## config.mk

```make
export PLATFORM = sky130hd
export DESIGN_NAME = sfq_front
export DESIGN_NICKNAME = d
export VERILOG_FILES = /design/src/sv/sfq_pkg.sv /design/src/sv/sfq_front.sv
export SDC_FILE = /design/constraint.sdc
export NUM_CORES = 1
export LEC_CHECK = 0
export BUFFER_PORTS_ARGS = -buffer_cell sky130_fd_sc_hd__buf_2
export CAP_MARGIN = 20
export CORE_MARGIN = 1
export CORE_UTILIZATION = 61
export CTS_CLUSTER_DIAMETER = 80
export DETAILED_ROUTE_END_ITERATION = 7
export PLACE_DENSITY = 0.79
export SLEW_MARGIN = 10
export SYNTH_ARGS = -nofsm -noshare
export SYNTH_HDL_FRONTEND = slang
export SYNTH_SLANG_ARGS = --single-unit
```

## constraint.sdc

```tcl
create_clock -name i_clk -period 7.83 [get_ports i_clk]
set_input_delay 0 -clock i_clk [delete_from_list [all_inputs] [get_ports i_clk]]
set_output_delay 0 -clock i_clk [all_outputs]
set_load 0.02 [all_outputs]
```

## src/sv/sfq_pkg.sv

```systemverilog
// Package for the start-time fair queueing rank scheduler.
// Holds sizes, the operation codes, the request/response/command types and the back part's states. No dependencies.
package sfq_pkg;
    localparam int QueueDepth = 64;
    localparam int MaxFlows   = 8;
    localparam int QAW        = $clog2(QueueDepth);
    localparam int FAW        = (MaxFlows > 1) ? $clog2(MaxFlows) : 1;
    localparam int CfgRegs    = 8;
    localparam int PAW        = 5;
    localparam logic [30:0] RankMax = 31'h7FFF_FFFF;

    typedef enum logic {
        FUNC_ENQ = 1'b0,
        FUNC_DEQ = 1'b1
    } t_func;

    typedef struct packed {
        logic        func;
        logic [47:0] flow_key;
        logic [15:0] packet_ref;
    } t_req;

    typedef struct packed {
        logic        accepted;
        logic        dropped;
        logic        was_empty;
        logic [15:0] out_packet_ref;
        logic [30:0] pkt_rank;
        logic [31:0] pkt_uid;
        logic [2:0]  flow_slot;
        logic        new_flow;
        logic        table_full;
        logic [31:0] inversion_mag;
        logic [31:0] inversion_events;
        logic [31:0] drop_total;
    } t_rsp;

    // Classified command handed from front to back.
    typedef struct packed {
        logic           deq;
        logic           tbl_full;
        logic           new_flow;
        logic [FAW-1:0] slot;
        logic [15:0]    packet_ref;
    } t_cmd;

    typedef enum logic [2:0] {
        ST_IDLE,
        ST_ENQ,
        ST_DEQ_RD,
        ST_WALK,
        ST_WALK_LAST,
        ST_DONE
    } t_state;
endpackage

```

## src/sv/sfq_front.sv

```systemverilog
// Front part: accepts requests, looks up and allocates flow slots.
// Depends on sfq_pkg; feeds a two-entry command queue toward sfq_back.
module sfq_front (
    input  logic                 i_clk,
    input  logic                 i_rst_n,
    input  logic                 i_valid,
    output logic                 o_ready,
    input  sfq_pkg::t_req        i_req,
    output logic                 o_cmd_valid,
    input  logic                 i_cmd_ready,
    output sfq_pkg::t_cmd        o_cmd
);
    logic [47:0]                  r_keys [sfq_pkg::MaxFlows];
    logic [sfq_pkg::FAW:0]        r_used;
    sfq_pkg::t_cmd                r_q [2];
    logic                         r_wp, r_rp;
    logic [1:0]                   r_cnt;
    logic                         w_fire, w_pop, w_found;
    logic [sfq_pkg::FAW-1:0]      w_hit;
    sfq_pkg::t_cmd                w_cmd;

    assign o_ready     = (r_cnt != 2'd2);
    assign w_fire      = i_valid && o_ready;
    assign o_cmd_valid = (r_cnt != 2'd0);
    assign o_cmd       = r_q[r_rp];
    assign w_pop       = o_cmd_valid && i_cmd_ready;

    always_comb begin
        w_found = 1'b0;
        w_hit   = '0;
        for (int i = sfq_pkg::MaxFlows - 1; i >= 0; i--) begin
            if ((i < r_used) && (r_keys[i] == i_req.flow_key)) begin
                w_found = 1'b1;
                w_hit   = sfq_pkg::FAW'(i);
            end
        end
        w_cmd.deq        = (i_req.func == sfq_pkg::FUNC_DEQ);
        w_cmd.packet_ref = i_req.packet_ref;
        w_cmd.tbl_full   = !w_found && (r_used == (sfq_pkg::FAW+1)'(sfq_pkg::MaxFlows));
        w_cmd.new_flow   = !w_found && !w_cmd.tbl_full;
        w_cmd.slot       = w_found ? w_hit : (w_cmd.tbl_full ? '0 : r_used[sfq_pkg::FAW-1:0]);
    end

    always_ff @(posedge i_clk) begin
        if (!i_rst_n) begin
            r_used <= '0;
            r_wp   <= 1'b0;
            r_rp   <= 1'b0;
            r_cnt  <= '0;
        end else begin
            if (w_fire) begin
                r_wp <= ~r_wp;
                if (!w_cmd.deq && w_cmd.new_flow) begin
                    r_used <= r_used + 1'b1;
                end
            end
            if (w_pop) begin
                r_rp <= ~r_rp;
            end
            r_cnt <= r_cnt + {1'b0, w_fire} - {1'b0, w_pop};
        end
    end

    always_ff @(posedge i_clk) begin
        if (w_fire) begin
            r_q[r_wp] <= w_cmd;
            if (!w_cmd.deq && w_cmd.new_flow) begin
                r_keys[w_cmd.slot] <= i_req.flow_key;
            end
        end
    end

    assert property (@(posedge i_clk) disable iff (!i_rst_n)
        r_used <= (sfq_pkg::FAW+1)'(sfq_pkg::MaxFlows))
        else $error("flow count overrun");
    assert property (@(posedge i_clk) disable iff (!i_rst_n)
        (r_cnt == 2'd2) |-> !o_ready)
        else $error("queue full but ready");
    assert property (@(posedge i_clk) disable iff (!i_rst_n)
        (w_fire && !w_pop) |=> (r_cnt == $past(r_cnt) + 2'd1))
        else $error("queue count slip");
endmodule

```

==> metrics.csv <==
metric,value,unit
run_status,completed,
cts_max_path_buffers,3,
clock-skew-final,0.01915,ns
timing.final.max_slew_violations,0,
portBuffers,92,
areaGrowthSynthToFinish,13.18,%
route.detailed.vias_per_inst,6.323,
layout_setup_ws,2.824,ns
overall_via_count_from_detail_route,11700,
rsz0062_at_grt,false,
critical_path_required,7.99,ns
detail_route.first_pass.iterations,5,
max-vdd-ir-drop,0.2294,mV
drive_above_1_share,15.46,%
insertion_delay,0.54,ns
placed_cells,1727,
final_nets,1488,
num_io_pins,93,
relSlewSlack,25.77,%
most-common-layout-cells,"sky130_fd_sc_hd__edfxtp_1, sky130_fd_sc_hd__xor2_1, sky130_fd_sc_hd__xnor2_1",
max_fclk,199.7,MHz
arrival,5.16,ns
mappedNetlistNets,1349,
number_of_antenna_violations_at_the_first_check_in_global_routing,0,
yosysWarnings,0,
finalCritPeriodShare,63.94,%
instances_no_fill,1851,
most_common_library_cell_in_the_layout_ignoring_fill_and_taps,sky130_fd_sc_hd__edfxtp_1,
drcViolationCount,0,
power_density,238.4,nW/um^2
ant_nets,0,
sequential_element_share_of_the_synthesized_area,66.92,%
grt_first_pass_wirelength,73.17,mm
cts-resized-gates,0,
coreArea,31470,sq um
timing.critical_path.from,r_used[2],
floorplan.initialDensity,61.88,%
place_worst_setup_slack,2.968,ns
cts_post_setup_buffers_inserted,0,
worst_r2r_startpoint,r_used[2],
final_hold_viol_count,0,
synth-seq-cells,437,
finalSetupViolCount,0,
period_needed,5.006,ns
chipHeight,180.7,um
grt_overflow_total,0,
dieWidth,180.7,um
drt-wirelength-per-cell,26.94,um
cp_max_fo,48,
clockRootBuffer,sky130_fd_sc_hd__clkbuf_16,
gpl.final_weighted_congestion,0.9479,
cts.htree.levels,2,
detail_route.iter0.violations,1503,
fillerInstances,2040,
design.die.area,32650,sq um
worst_slew_pin_slew,1.085,ns
yosysUniqueCellTypes,62,
cts.reportedPaths.clkPinSlew,0.06,ns
routed_wirelength,49.86,mm
startpoint_type,flop,
cts_made_buffers,43,
number_of_rows_created_at_floorplan,65,
numClockSinks,437,
worst_min_delay_path_class,in -> reg,
worst_setup_path_end_kind,flop,
grt_pass1_vias,11470,
num_antenna_cells,0,
dp_hpwl,30.42,mm
fin_tns_setup,0,ns
static-leakage-power,7.128,nW
max_cap_viol_count,0,
syn_area,19480,sq um
post_cts_hold_buffer_count,41,
timing.hold.worst.start,i_req[50],
grt_max_degree,50,
tritoncts_clock_tree,done,
post_synth_inst_count,1276,
avgSynthCellArea,15.26,sq um
worst-setup-path-type,reg -> reg,
grtUsageTotal,30.89,%
synthesized netlist by cell type (all sizes together):
master | instances | area share [%]
a2111oi | 6 | 0.30
a211oi | 1 | 0.064
a21o | 1 | 0.077
a21oi | 6 | 0.17
a2bb2oi | 1 | 0.045
and2 | 7 | 0.22
and3 | 3 | 0.11
and3b | 4 | 0.21
and4 | 5 | 0.22
and4b | 5 | 0.27
buf | 52 | 1.8
dfxtp | 9 | 0.93
edfxtp | 428 | 66
ha | 4 | 0.26
inv | 9 | 0.17
mux2 | 22 | 1.3
mux2i | 2 | 0.10
nand2 | 18 | 0.36
nand2b | 3 | 0.096
nand3 | 14 | 0.36
nand3b | 2 | 0.077
nand4 | 81 | 2.6
nand4b | 6 | 0.27
nand4bb | 2 | 0.12
nor2 | 30 | 0.59
nor2b | 33 | 1.1
nor3 | 25 | 0.64
nor3b | 5 | 0.19
nor4 | 82 | 2.7
nor4b | 6 | 0.27
nor4bb | 2 | 0.10
o2111a | 1 | 0.058
o2111ai | 1 | 0.077
o21a | 1 | 0.039
o21ai | 2 | 0.051
o221ai | 1 | 0.045
o22ai | 1 | 0.064
or2 | 3 | 0.11
or2b | 1 | 0.045
or3 | 4 | 0.16
or3b | 1 | 0.045
or4 | 8 | 0.33
xnor2 | 171 | 8.0
xor2 | 207 | 9.3
where the power goes:
| part | switching, W | internal (W) |
|---|---|---|
| combinational | 0.000360 | 0.000200 |
| sequential | 0.0000405 | 0.00265 |
| clock | 0.000851 | 0.00115 |
through the flow:
stage / util, % / hold slack (ns) / total power (W) / cell area (sq um)
floorplan: - / 0.09887 / 0.003080 / 19480
detailed placement: 64.22 / 0.1913 / 0.003276 / 20210
global placement: 64.13 / 0.1890 / 0.003256 / 20180
finish: 70.04 / 0.003734 / 0.005255 / 22040
CTS: 69.88 / 0.0005908 / 0.005268 / 21990
global route: 70.04 / 0.003793 / 0.005403 / 22040
final cells by class:
type                       instances  area (sq um)  area share, %
tap                              402         503.0          2.282
multi-input combinational        778          6101          27.68
timing repair buffer             146          1003          4.552
inverter                           9         33.78         0.1533
sequential                       437         13030          59.12
clock buffer                      55          1204          5.460
clock inverter                    24         166.4         0.7549
registers in the layout, indices dropped and copies added (netlist names), named ones only:
signal / count
r_rp: 1
r_q: 44
r_cnt: 2
r_keys: 384
r_used: 4
r_wp: 1
final timing paths:
path	slack [ns]	end	depth (start not counted)
hold reg to reg	0.56	flop	2
hold / removal	0.004	r_keys[4][34]	1
setup / recovery	2.82	r_keys[2][44]	9
setup reg to reg	2.82	r_keys[2][44]	9
metal layers:
metal	global-route usage (%)	vias to the layer above	routed length, um
met4	11.66	0	1949
met1	42.43	5890	19970
met2	50.32	637	23620
met3	4.507	111	4325
met5	0	-	0
li1	-	5065	-
critical path: stages (launching register included):
cell and delay, ns:
sky130_fd_sc_hd__dfxtp_1 0.58, sky130_fd_sc_hd__nor2_1 0.28, sky130_fd_sc_hd__a2111oi_0 1.02, sky130_fd_sc_hd__nand4_1 0.46, sky130_fd_sc_hd__nor4_1 0.58, sky130_fd_sc_hd__or2_4 0.26, sky130_fd_sc_hd__or3_4 0.16, sky130_fd_sc_hd__nor2_2 0.05
sky130_fd_sc_hd__a21o_4 0.27, sky130_fd_sc_hd__and3b_2 0.94
kinds of logic (layout without fill, tap and decap cells):
logic type,count (synthesis),count (layout),share of synthesized area [%]
xor+xnor,378,378,17.33
flops,437,437,66.92
compound gates,22,22,0.9957
simple gates,350,350,11.18
fa+ha+maj,4,4,0.2570
buf+inv,61,234,1.953
mux,24,24,1.375
Power figures use the tool's default switching activity.
